==> config.mk <==
export PLATFORM = sky130hd
export DESIGN_NAME = hpam_phasor
export DESIGN_NICKNAME = d
export VERILOG_FILES = /design/src/sv/hpam_pkg.sv /design/src/sv/hpam_phasor.sv
export SDC_FILE = /design/constraint.sdc
export NUM_CORES = 1
export LEC_CHECK = 0
export BUFFER_PORTS_ARGS = -buffer_cell sky130_fd_sc_hd__buf_4
export CAP_MARGIN = 20
export CORE_MARGIN = 2
export CORE_UTILIZATION = 45
export DETAILED_ROUTE_END_ITERATION = 8
export PLACE_DENSITY = 0.59
export SYNTH_ARGS = -nofsm -noshare
export SYNTH_HDL_FRONTEND = slang
export SYNTH_SLANG_ARGS = --single-unit
==> constraint.sdc <==
create_clock -name clock -period 10.55 [get_ports clock]
set_input_delay 0.5275 -clock clock [delete_from_list [all_inputs] [get_ports clock]]
set_output_delay 0.5275 -clock clock [all_outputs]
set_load 0.02 [all_outputs]
==> src/sv/hpam_pkg.sv <==
package hpam_pkg;

   localparam int SLOTS = 8;
   localparam int MAX_DIM = 16;
   localparam int SLOT_W = 3;
   localparam int POS_W = 4;
   localparam int LEN_W = 5;
   localparam int ADDR_W = SLOT_W + POS_W;
   localparam int FEAT_W = 16;
   localparam int PH_W = 13;
   localparam int TRIG_W = 16;
   localparam int IR_W = 35;
   localparam int ACC_W = 53;
   localparam int NV_W = 4;
   localparam int MAG_W = 17;
   localparam int VALUE_W = 18;
   localparam int REQ_DATA_W = 24;
   localparam int RSP_DATA_W = 24;

   localparam logic CMD_STORE = 1'b0;
   localparam logic CMD_RETRIEVE = 1'b1;

   // unit phasor, both parts signed q14
   typedef struct packed {
      logic signed [TRIG_W-1:0] c;
      logic signed [TRIG_W-1:0] s;
   } phasor_type;

endpackage

==> src/sv/hpam_phasor.sv <==
module hpam_phasor (
   input  logic                        clock,
   input  logic                        reset,
   input  logic                        start,
   input  logic [hpam_pkg::PH_W-1:0]   phase,
   output logic                        done,
   output hpam_pkg::phasor_type        result
);
   import hpam_pkg::*;

   localparam int X_W = 15;
   localparam int T_W = 18;
   localparam int P_W = 2 * T_W;
   localparam logic [2:0] STEP_LAST = 3'd5;

   logic                  busy_ff, busy_in;
   logic                  arg_ff, arg_in;
   logic [2:0]            step_ff, step_in;
   logic [10:0]           r_ff, r_in;
   logic [1:0]            q_ff, q_in;
   logic [X_W-1:0]        x_ff, x_in;
   logic [X_W-1:0]        x2_ff, x2_in;
   logic [X_W-1:0]        a_ff, a_in;
   logic signed [T_W-1:0] t_ff, t_in;
   logic                  done_ff, done_in;
   phasor_type            res_ff, res_in;

   logic signed [T_W-1:0] mul_a, mul_b, coef, fin;
   logic signed [P_W-1:0] prod, rnd;
   logic [11:0]           r_co;
   logic signed [TRIG_W-1:0] sa, sb;

   always_comb begin
      busy_in = busy_ff;
      arg_in  = arg_ff;
      step_in = step_ff;
      r_in    = r_ff;
      q_in    = q_ff;
      x_in    = x_ff;
      x2_in   = x2_ff;
      a_in    = a_ff;
      t_in    = t_ff;
      done_in = 1'b0;
      res_in  = res_ff;

      mul_a = (step_ff == 3'd0 || step_ff == STEP_LAST) ? signed'({3'b000, x_ff})
                                                        : signed'({3'b000, x2_ff});
      mul_b = (step_ff == 3'd0) ? signed'({3'b000, x_ff}) : t_ff;
      prod  = mul_a * mul_b;
      rnd   = (prod + signed'(P_W'(8192))) >>> 14;

      case (step_ff)
         3'd1: coef = T_W'(77);
         3'd2: coef = T_W'(1306);
         3'd3: coef = T_W'(10583);
         3'd4: coef = T_W'(25736);
         default: coef = '0;
      endcase

      if (rnd > signed'(P_W'(16384))) begin
         fin = T_W'(16384);
      end else if (rnd < 0) begin
         fin = '0;
      end else begin
         fin = rnd[T_W-1:0];
      end

      r_co = 12'd2048 - {1'b0, r_ff};
      sa   = signed'({1'b0, a_ff});
      sb   = signed'({1'b0, fin[X_W-1:0]});

      if (!busy_ff) begin
         if (start) begin
            busy_in = 1'b1;
            arg_in  = 1'b0;
            step_in = 3'd0;
            r_in    = phase[10:0];
            q_in    = phase[12:11];
            x_in    = {1'b0, phase[10:0], 3'b000};
         end
      end else begin
         case (step_ff)
            3'd0: begin
               x2_in   = rnd[X_W-1:0];
               t_in    = T_W'(3);
               step_in = 3'd1;
            end
            STEP_LAST: begin
               if (!arg_ff) begin
                  a_in    = fin[X_W-1:0];
                  arg_in  = 1'b1;
                  x_in    = {r_co, 3'b000};
                  step_in = 3'd0;
               end else begin
                  busy_in = 1'b0;
                  done_in = 1'b1;
                  case (q_ff)
                     2'd0: begin
                        res_in.s = sa;
                        res_in.c = sb;
                     end
                     2'd1: begin
                        res_in.s = sb;
                        res_in.c = -sa;
                     end
                     2'd2: begin
                        res_in.s = -sa;
                        res_in.c = -sb;
                     end
                     default: begin
                        res_in.s = -sb;
                        res_in.c = sa;
                     end
                  endcase
               end
            end
            default: begin
               t_in    = coef - rnd[T_W-1:0];
               step_in = step_ff + 3'd1;
            end
         endcase
      end
   end

   always_ff @(posedge clock) begin
      if (reset) begin
         busy_ff <= 1'b0;
         done_ff <= 1'b0;
         step_ff <= 3'd0;
         arg_ff  <= 1'b0;
      end else begin
         busy_ff <= busy_in;
         done_ff <= done_in;
         step_ff <= step_in;
         arg_ff  <= arg_in;
      end
      r_ff   <= r_in;
      q_ff   <= q_in;
      x_ff   <= x_in;
      x2_ff  <= x2_in;
      a_ff   <= a_in;
      t_ff   <= t_in;
      res_ff <= res_in;
   end

   assign done   = done_ff;
   assign result = res_ff;

endmodule

==> impl_metrics.csv <==
group,metric,value,unit
run_status,status,"complete, no violations",
drt,vias,13800,
floorplan,io_pins,49,
cells_and_area,drive_gt1_frac,0.09679,
worst_setup_path,path_class,"reg -> reg",
yosys,avgSynthCellArea,9.146,um^2
yosys,synth-seq-area-share,0.1846,
timing,clock.fmax,99.61,MHz
timing,drv_slew,0,
yosys,synth_edf_count,105,
yosys,synth_largest_area_cell,"fa_1",
yosys,synth_ff_type,"edfxtp_1",
timing,hold_violations,0,
cells_and_area,diodes,0,
worst_setup_path,path_max_fanout,15,
yosys,yosysUniqueCellTypes,86,
worst_setup_path,startpoint_type,"flip-flop",
timing,hold_slack,340.5,ps
timing,fin_skew,9.625,ps
clocking,htreeDepth,3,
worst_setup_path,cpPeakStageDelay,620,ps
floorplan,dieArea,41010,um^2
timing,fin_crit_sh,0.9515,
yosys,synth.ff_latch_count,111,
cells_and_area,finalNetCount,2404,
drt,wl,50530,um
floorplan,chipWidth,202.5,um
hold_path,hp-class,"in -> reg",
run,drv_cap,0,
clocking,cts_tree,"yes",
grt,antenna_found_initial,0,
clocking,clkSinkCount,111,
grt,gr-total-overflow,0,
grt,grt_pass1_vias,14470,
yosys,yosysTopAreaCellShare,0.3116,
place,io_buffers,48,
clocking,clock_path_buffers,2,
yosys,synth_area_leaders,"fa_1 31%, edfxtp_1 18%, ha_1 8.7%",
cells_and_area,layout_commonest_cell,"inv_1",
clocking,clock_latency,360,ps
floorplan,die_h,202.5,um
drt,ant_nets,0,
grt,grt_first_pass_wirelength,80880,um
drt,drc,0,
drt,routed_via_density,5.495,
cells_and_area,final_cell_mix,"362 x inv_1, 276 x fa_1, 246 x nand2_1",
worst_setup_path,cp_data_required_time,10640,ps
drt,drt_iter0_drc,875,
timing,rsz0062_at_grt,"no",
worst_setup_path,crit_path_end_kind,"flip-flop",
yosys,syn-cell-area,17730,um^2
timing,finalCriticalPeriod,10040,ps
cells_and_area,areaGrowthSynthToFinish,8.579,%
timing,setup_violations,0,
grt,grt_start_max_net_pins,49,
clocking,cts_buffers,9,
clocking,path_clk_slew,80,ps
yosys,synth-warning-count,0,
drt,drt_pre_antenna_iters,5,
yosys,synth-async-reset-ratio,0,
grt,grt_util_all_layers,0.2541,
floorplan,row_count,72,
drt,avgRoutedWirePerCell,20.12,um
clocking,root_buffer,"clkbuf_16",
timing,slew_headroom,0.4831,
worst_setup_path,crit_arrival,10130,ps
worst_setup_path,reg2reg_slack,510,ps
timing,tightest_slew,773.5,ps
floorplan,start_util,0.4578,
place,hpwl,40930,um
floorplan,coreArea,38740,um^2
cells_and_area,final.fill_count,3672,
worst_setup_path,crit_slowest_cell,"or4_4",
yosys,syn_inst,1939,
place,gp_congestion,0.9036,
yosys,syn_nets,2354,
metal layers:
metal  part of all wire  vias to the layer above  routed length, um  track usage
met5                  0                        -                  0            0
met4              0.030                        0               1516      0.07769
met3              0.057                       75               2888      0.02745
met2               0.48                      408              24010       0.4234
met1               0.44                     6954              22120       0.3505
li1                   -                     6366                  -            -
synthesized netlist by cell type, drive strengths merged (29+ instances only):
cell / instances
a21oi: 66
clkbuf: 49
edfxtp: 105
fa: 276
ha: 123
inv: 368
nand2: 248
nand3: 29
nor2: 205
nor3: 31
o21ai: 48
xnor2: 40
through the flow:
stage               TNS [ps]  std cells  worst slack [ps]  area (um^2)    util
floorplan                  0       1939             970.1        17730       -
global placement      -170.8       2490            -101.1        18860  0.4870
finish                     0       2512             511.2        19260  0.4971
global route               0       2512             36.93        19260  0.4971
CTS                        0       2507             234.9        19150  0.4944
detailed placement         0       2491             281.1        18870  0.4871
what timing repair did:
item | in CTS | in global routing
hold buffers | 0 | 0
buffers inserted | 0 | 4
setup endpoints to repair | 0 | 14
resized for setup | 0 | 12
worst paths after layout:
check                           cells past startpoint          to       start
worst max-delay path                               34  result[30]  step_ff[0]
worst min-delay path                                1     q_ff[1]   phase[12]
worst max register to register                     34  result[30]  step_ff[0]
worst min register to register                      2      arg_ff      arg_ff
layout make-up:
cell class,instances,area (um^2),share of cell area
well taps,518,648.1,0.03366
clock buffers,9,225.2,0.01170
clock inverters,7,56.30,0.002924
flip-flops and latches,111,3274,0.1700
inverters,368,1381,0.07173
repair buffers,106,820.8,0.04263
multi-input cells,1393,12850,0.6673
cell families (layout without fill, tap and decap cells):
kind of cell	after synthesis	count (layout)	share of synthesized area
buf+inv	436	490	0.09454
mux	55	55	0.03626
fa+ha+maj	399	399	0.3983
compound gates	247	247	0.09546
simple gates	635	636	0.1621
xor+xnor	56	56	0.02872
flops	111	111	0.1846
flip-flops by register name, indices dropped and copies added (netlist names):
signal   flops
arg_ff       1
t_ff        18
x_ff        12
step_ff      3
result      32
a_ff        15
q_ff         2
r_ff        11
x2_ff       15
busy_ff      1
done         1
worst max-delay path, delay by kind of cell (launching register included):
kind	cells	cell delay (ps)
compound gates	5	1070
fa+ha+maj	9	4160
buf+inv	9	1070
flops	1	370
mux	1	370
simple gates	10	2710
Power is left out: the tool's default activity adds up to more than one toggle a clock period on the data nets, which glitch-free logic cannot reach.
