`src/sv/hpam_pkg.sv`:
```
package hpam_pkg;

   localparam int SLOTS = 8;
   localparam int MAX_DIM = 16;
   localparam int SLOT_W = 3;
   localparam int POS_W = 4;
   localparam int LEN_W = 5;
   localparam int ADDR_W = SLOT_W + POS_W;
   localparam int FEAT_W = 16;
   localparam int PH_W = 13;
   localparam int TRIG_W = 16;
   localparam int IR_W = 35;
   localparam int ACC_W = 53;
   localparam int NV_W = 4;
   localparam int MAG_W = 17;
   localparam int VALUE_W = 18;
   localparam int REQ_DATA_W = 24;
   localparam int RSP_DATA_W = 24;

   localparam logic CMD_STORE = 1'b0;
   localparam logic CMD_RETRIEVE = 1'b1;

   // unit phasor, both parts signed q14
   typedef struct packed {
      logic signed [TRIG_W-1:0] c;
      logic signed [TRIG_W-1:0] s;
   } phasor_type;

endpackage

```
`src/sv/hpam_mag.sv`:
```
module hpam_mag (
   input  logic                               clock,
   input  logic                               reset,
   input  logic                               start,
   input  logic signed [hpam_pkg::ACC_W-1:0]  re,
   input  logic signed [hpam_pkg::ACC_W-1:0]  im,
   input  logic [hpam_pkg::NV_W-1:0]          nv,
   output logic                               done,
   output logic [hpam_pkg::MAG_W-1:0]         mag
);
   import hpam_pkg::*;

   localparam int RQ_W = 22;
   localparam int SQ_W = 2 * RQ_W + 2;
   localparam int DIV_W = RQ_W + 3;
   localparam int CNT_W = 5;
   localparam int MAG_MAX = 65536;

   localparam logic [2:0] M_IDLE = 3'd0;
   localparam logic [2:0] M_SQ   = 3'd1;
   localparam logic [2:0] M_SUM  = 3'd2;
   localparam logic [2:0] M_ROOT = 3'd3;
   localparam logic [2:0] M_RND  = 3'd4;
   localparam logic [2:0] M_DIV  = 3'd5;
   localparam logic [2:0] M_OUT  = 3'd6;

   function automatic logic [RQ_W-1:0] round_abs(input logic signed [ACC_W-1:0] v);
      logic [ACC_W:0] a;
      logic [ACC_W:0] r;
      a = v[ACC_W-1] ? ({1'b0, ~v} + (ACC_W+1)'(1)) : {1'b0, v};
      r = (a + (ACC_W+1)'(1 << 29)) >> 30;
      return r[RQ_W-1:0];
   endfunction

   logic [2:0]        st_ff, st_in;
   logic [RQ_W-1:0]   rq_ff, rq_in, iq_ff, iq_in;
   logic [NV_W-1:0]   nv_ff, nv_in;
   logic [2*RQ_W-1:0] sqr_ff, sqr_in, sqi_ff, sqi_in;
   logic [SQ_W-1:0]   rem_ff, rem_in, root_ff, root_in, bit_ff, bit_in;
   logic [DIV_W-1:0]  dv_ff, dv_in;
   logic [NV_W-1:0]   dr_ff, dr_in;
   logic [CNT_W-1:0]  cnt_ff, cnt_in;
   logic [MAG_W-1:0]  mag_ff, mag_in;
   logic              done_ff, done_in;

   logic [SQ_W-1:0]   trial;
   logic [NV_W:0]     tr;
   logic [DIV_W-1:0]  inc;

   always_comb begin
      st_in   = st_ff;
      rq_in   = rq_ff;
      iq_in   = iq_ff;
      nv_in   = nv_ff;
      sqr_in  = sqr_ff;
      sqi_in  = sqi_ff;
      rem_in  = rem_ff;
      root_in = root_ff;
      bit_in  = bit_ff;
      dv_in   = dv_ff;
      dr_in   = dr_ff;
      cnt_in  = cnt_ff;
      mag_in  = mag_ff;
      done_in = 1'b0;
      trial   = root_ff + bit_ff;
      tr      = {dr_ff, dv_ff[DIV_W-1]};
      inc     = (rem_ff > root_ff) ? DIV_W'(1) : DIV_W'(0);

      case (st_ff)
         M_IDLE: begin
            if (start) begin
               rq_in = round_abs(re);
               iq_in = round_abs(im);
               nv_in = nv;
               st_in = M_SQ;
            end
         end
         M_SQ: begin
            sqr_in = rq_ff * rq_ff;
            sqi_in = iq_ff * iq_ff;
            st_in  = M_SUM;
         end
         M_SUM: begin
            rem_in  = SQ_W'(sqr_ff) + SQ_W'(sqi_ff);
            root_in = '0;
            bit_in  = SQ_W'(1) << (SQ_W - 2);
            st_in   = M_ROOT;
         end
         M_ROOT: begin
            // one result bit per cycle
            if (rem_ff >= trial) begin
               rem_in  = rem_ff - trial;
               root_in = (root_ff >> 1) + bit_ff;
            end else begin
               root_in = root_ff >> 1;
            end
            bit_in = bit_ff >> 2;
            if (bit_ff[0]) begin
               st_in = M_RND;
            end
         end
         M_RND: begin
            // round to nearest, then add half the divisor
            dv_in  = root_ff[DIV_W-1:0] + inc + DIV_W'(nv_ff >> 1);
            dr_in  = '0;
            cnt_in = '0;
            st_in  = M_DIV;
         end
         M_DIV: begin
            if (tr >= {1'b0, nv_ff}) begin
               dr_in = NV_W'(tr - {1'b0, nv_ff});
               dv_in = {dv_ff[DIV_W-2:0], 1'b1};
            end else begin
               dr_in = tr[NV_W-1:0];
               dv_in = {dv_ff[DIV_W-2:0], 1'b0};
            end
            cnt_in = cnt_ff + CNT_W'(1);
            if (cnt_ff == CNT_W'(DIV_W - 1)) begin
               st_in = M_OUT;
            end
         end
         M_OUT: begin
            mag_in  = (dv_ff > DIV_W'(MAG_MAX)) ? MAG_W'(MAG_MAX) : dv_ff[MAG_W-1:0];
            done_in = 1'b1;
            st_in   = M_IDLE;
         end
         default: begin
            st_in = M_IDLE;
         end
      endcase
   end

   always_ff @(posedge clock) begin
      if (reset) begin
         st_ff   <= M_IDLE;
         done_ff <= 1'b0;
      end else begin
         st_ff   <= st_in;
         done_ff <= done_in;
      end
      rq_ff   <= rq_in;
      iq_ff   <= iq_in;
      nv_ff   <= nv_in;
      sqr_ff  <= sqr_in;
      sqi_ff  <= sqi_in;
      rem_ff  <= rem_in;
      root_ff <= root_in;
      bit_ff  <= bit_in;
      dv_ff   <= dv_in;
      dr_ff   <= dr_in;
      cnt_ff  <= cnt_in;
      mag_ff  <= mag_in;
   end

   assign done = done_ff;
   assign mag  = mag_ff;

endmodule

```
`config.mk`:
```
export PLATFORM = sky130hd
export DESIGN_NAME = hpam_mag
export DESIGN_NICKNAME = d
export VERILOG_FILES = /design/src/sv/hpam_pkg.sv /design/src/sv/hpam_mag.sv
export SDC_FILE = /design/constraint.sdc
export NUM_CORES = 2
export LEC_CHECK = 0
export BUFFER_PORTS_ARGS = -buffer_cell sky130_fd_sc_hd__buf_4
export CORE_UTILIZATION = 53
export DETAILED_ROUTE_END_ITERATION = 8
export PLACE_DENSITY_LB_ADDON = 0.08
export SLEW_MARGIN = 40
export SYNTH_ARGS = -nofsm -noshare
export SYNTH_HDL_FRONTEND = slang
export SYNTH_SLANG_ARGS = --single-unit
```
`constraint.sdc`:
```
create_clock -name clock -period 9.4 [get_ports clock]
set_clock_uncertainty 0.05 [all_clocks]
set_input_delay 1.88 -clock clock [delete_from_list [all_inputs] [get_ports clock]]
set_output_delay 1.88 -clock clock [all_outputs]
set_load 0.03 [all_outputs]
```
==> results.toml <==
[placed_design]
place_congestion = 0.9076
io_buffer_count = 130
post-place-cells = 6434
hpwlAfterDp_um = 97850
post_dp_cell_area_mm2 = 0.05128

[logic_synthesis]
yosys_warnings = 0
synthTopCellsByArea = "fa_1 (28%), edfxtp_1 (18%), ha_1 (13%)"
yosys.area_share.adder_pct = 41.61
yosysTopAreaCell = "fa_1"
yosysMostFrequentCell = "inv_1"
synth-simple-area-share_pct = 13.46
netlist-cell-type-count = 75
synth_edf_count = 300
synthesis.area_mm2 = 0.04888
synth_mux_area_share_pct = 0.2585
ys.flop_type = "edfxtp_1"
yosysSeqAreaShare_pct = 18.59
ys_seq_elements = 304
synth_fp_nets = 6544
synthDominantCellAreaShare_pct = 28.26
synth_top_family_by_area = "adder cells"
async_flop_share_pct = 0
compound_gate_fraction_of_synth_area_pct = 10.78
commonest_cells_post_synth = "inv_1 (984), fa_1 (690), ha_1 (519)"
syn_inst = 5222
avgSynthCellArea_um2 = 9.360
synth-xor-area-share_pct = 6.469

[cells_and_area]
antenna-diode-count = 0
final_cell_area_mm2 = 0.05282
final_cells = 6514
syn_to_final_growth_pct = 8.056
post_route_cells_drive_above_1_share_pct = 6.081
num-nets-final = 6617
n_fill_cell = 8110

[worst_setup_path]
crit-reg2reg-launch = "rq_ff[8]"
critical_path.max_fanout = 11
critPathLaunchType = "register"
cp.required_ps = 9670
timing.critical_path.to_type = "register"
worstSetupPathType = "reg2reg"
arrival_ps = 8640
worst_setup_path_startpoint = "rq_ff[8]"

[global_route]
overflow = 0
grt_antenna_before_repair = 0
grt_pass1_wl_um = 193600
grt_pass1_vias = 37290
grt_use_total_pct = 26.05
grt_start_max_net_pins = 91

[cts]
tritoncts = "built"
cts_repair_resize_count = 0
cts_buf_count = 41
worst_setup_hold_path_clk_slew_ps = 60
h_tree_depth_reported_by_cts = 2
clock-sinks = 304
cts_buffer_depth = 3
root_buffer = "clkbuf_16"
postCtsSetupRepairBufs = 0
cts_hold_buffers = 0
clk_latency_ps = 590

[die]
fp.dieH_um = 305.7
die_area_mm2 = 0.09344
design.portCount = 131
fp-row-count = 111
starting_utilization_of_the_core_area_pct = 53.40
die_span_x_um = 305.7
design.core.area_mm2 = 0.09152

[timing]
max_clock_freq_mhz = 119.6
final_period_minus_worst_setup_slack_ps = 8364
setup_tns_ps = 0
worstMarginPinSlew_ps = 820.4
final_min_period_over_clock_period_pct = 88.98
unrepaired_setup_endpoints_after_global_routing = "no"
maxSlewViolCount = 0
finalHoldViolCount = 0
setup_viol = 0
slew_hr_pct = 44.91

[route]
via_count = 35500
number_of_detailed_route_iterations_in_the_first_pass = 7
avgViaCountPerCell = 5.450
postRouteAntennaNets = 0
postRouteWirelength_um = 117900
drc_viols = 0
drt_first_iter_violations = 1795
drt-wirelength-per-cell_um = 18.11

[status]
status = "complete, no violations"

[flow_run]
drv_cap = 0

[min_path]
worstHoldStart = "dv_ff[19]"
hp-class = "reg2reg"
==> cell usage in the layout (no fill, tap or decap), types with 14 or more instances in the layout <==
cell type / instances
a21oi_1: 244
xnor2_1: 228
nand4_1: 50
or3_1: 16
edfxtp_1: 300
nor2b_1: 41
a31o_2: 18
or2_2: 15
clkbuf_16: 42
a21o_1: 128
xor2_1: 133
o21bai_1: 34
inv_1: 984
o21a_1: 36
nor2_1: 288
nand3_1: 66
buf_4: 172
nor3_1: 50
o21ai_0: 138
nand2_1: 471
o31ai_1: 15
nor4_1: 34
nand2b_1: 22
o211ai_1: 14
fa_1: 690
and2_1: 219
a211oi_1: 35
ha_1: 519
and3_1: 56
a31oi_1: 52
==> state kept, by name (all words and copies together) (netlist names), 17 cells and up <==
name	flops
iq_ff	22
mag	17
rem_ff	46
sqi_ff	43
sqr_ff	43
root_ff	46
bit_ff	23
dv_ff	25
rq_ff	22
==> routing by layer <==
metal / global-route usage, % / vias to the layer above / share of wire (%)
met1: 33.85 / 17360 / 43
met2: 44.40 / 791 / 48
met5: 0 / - / 0
met4: 8.671 / 0 / 3.4
li1: - / 17180 / -
met3: 3.966 / 168 / 5.2
==> layout make-up <==
cell class	instances	area, um2	area share, %
multi-input combinational	3770	35530	67.28
timing repair buffer	191	1524	2.885
inverter	987	3705	7.015
clock buffer	47	1090	2.063
clock inverter	29	390.4	0.7391
tap	1186	1484	2.810
sequential	304	9089	17.21
==> cell families (layout without fill, tap and decap cells) <==
group | Yosys count | in the layout
compound gates | 818 | 818
xor+xnor | 361 | 361
fa+ha+maj | 1212 | 1212
buf+inv | 1148 | 1254
flops | 304 | 304
mux | 12 | 12
simple gates | 1367 | 1367
==> worst max-delay path, cell delays in order, from the launching register on <==
cell and delay (ps):
edfxtp_1 580, buf_4 280, inv_1 320, nor2_1 130
fa_1 550, fa_1 440, fa_1 510, fa_1 520
inv_1 70, fa_1 530, inv_1 50, fa_1 390
fa_1 430, ha_1 440, a21o_1 240, a21o_1 170
a2111oi_0 430, o21ai_0 190, a32o_1 240, a21o_1 220
a2111oi_0 490, o21ai_0 260, a221o_1 340, a21oi_1 170
xnor2_1 70
==> through the flow <==
stage	worst slack, ps	hold WS [ps]	utilization [%]
after floorplan	953.3	454.3	-
after global placement	959.0	519.6	55.84
after detailed placement	905.8	530.6	56.03
after CTS	843.1	543.3	57.64
after global routing	458.1	561.7	57.71
final	1036	542.3	57.71
==> final timing paths <==
| kind | slack (ps) | cells after the start | end |
|---|---|---|---|
| hold reg to reg | 540 | 2 | dv_ff[20] |
| hold / removal | 540 | 2 | dv_ff[20] |
| setup reg to reg | 1040 | 24 | sqr_ff[43] |
| setup / recovery | 1040 | 24 | sqr_ff[43] |
Power is not shown: default switching activity piles up to over one toggle a cycle in this logic, so the estimate is an artifact.
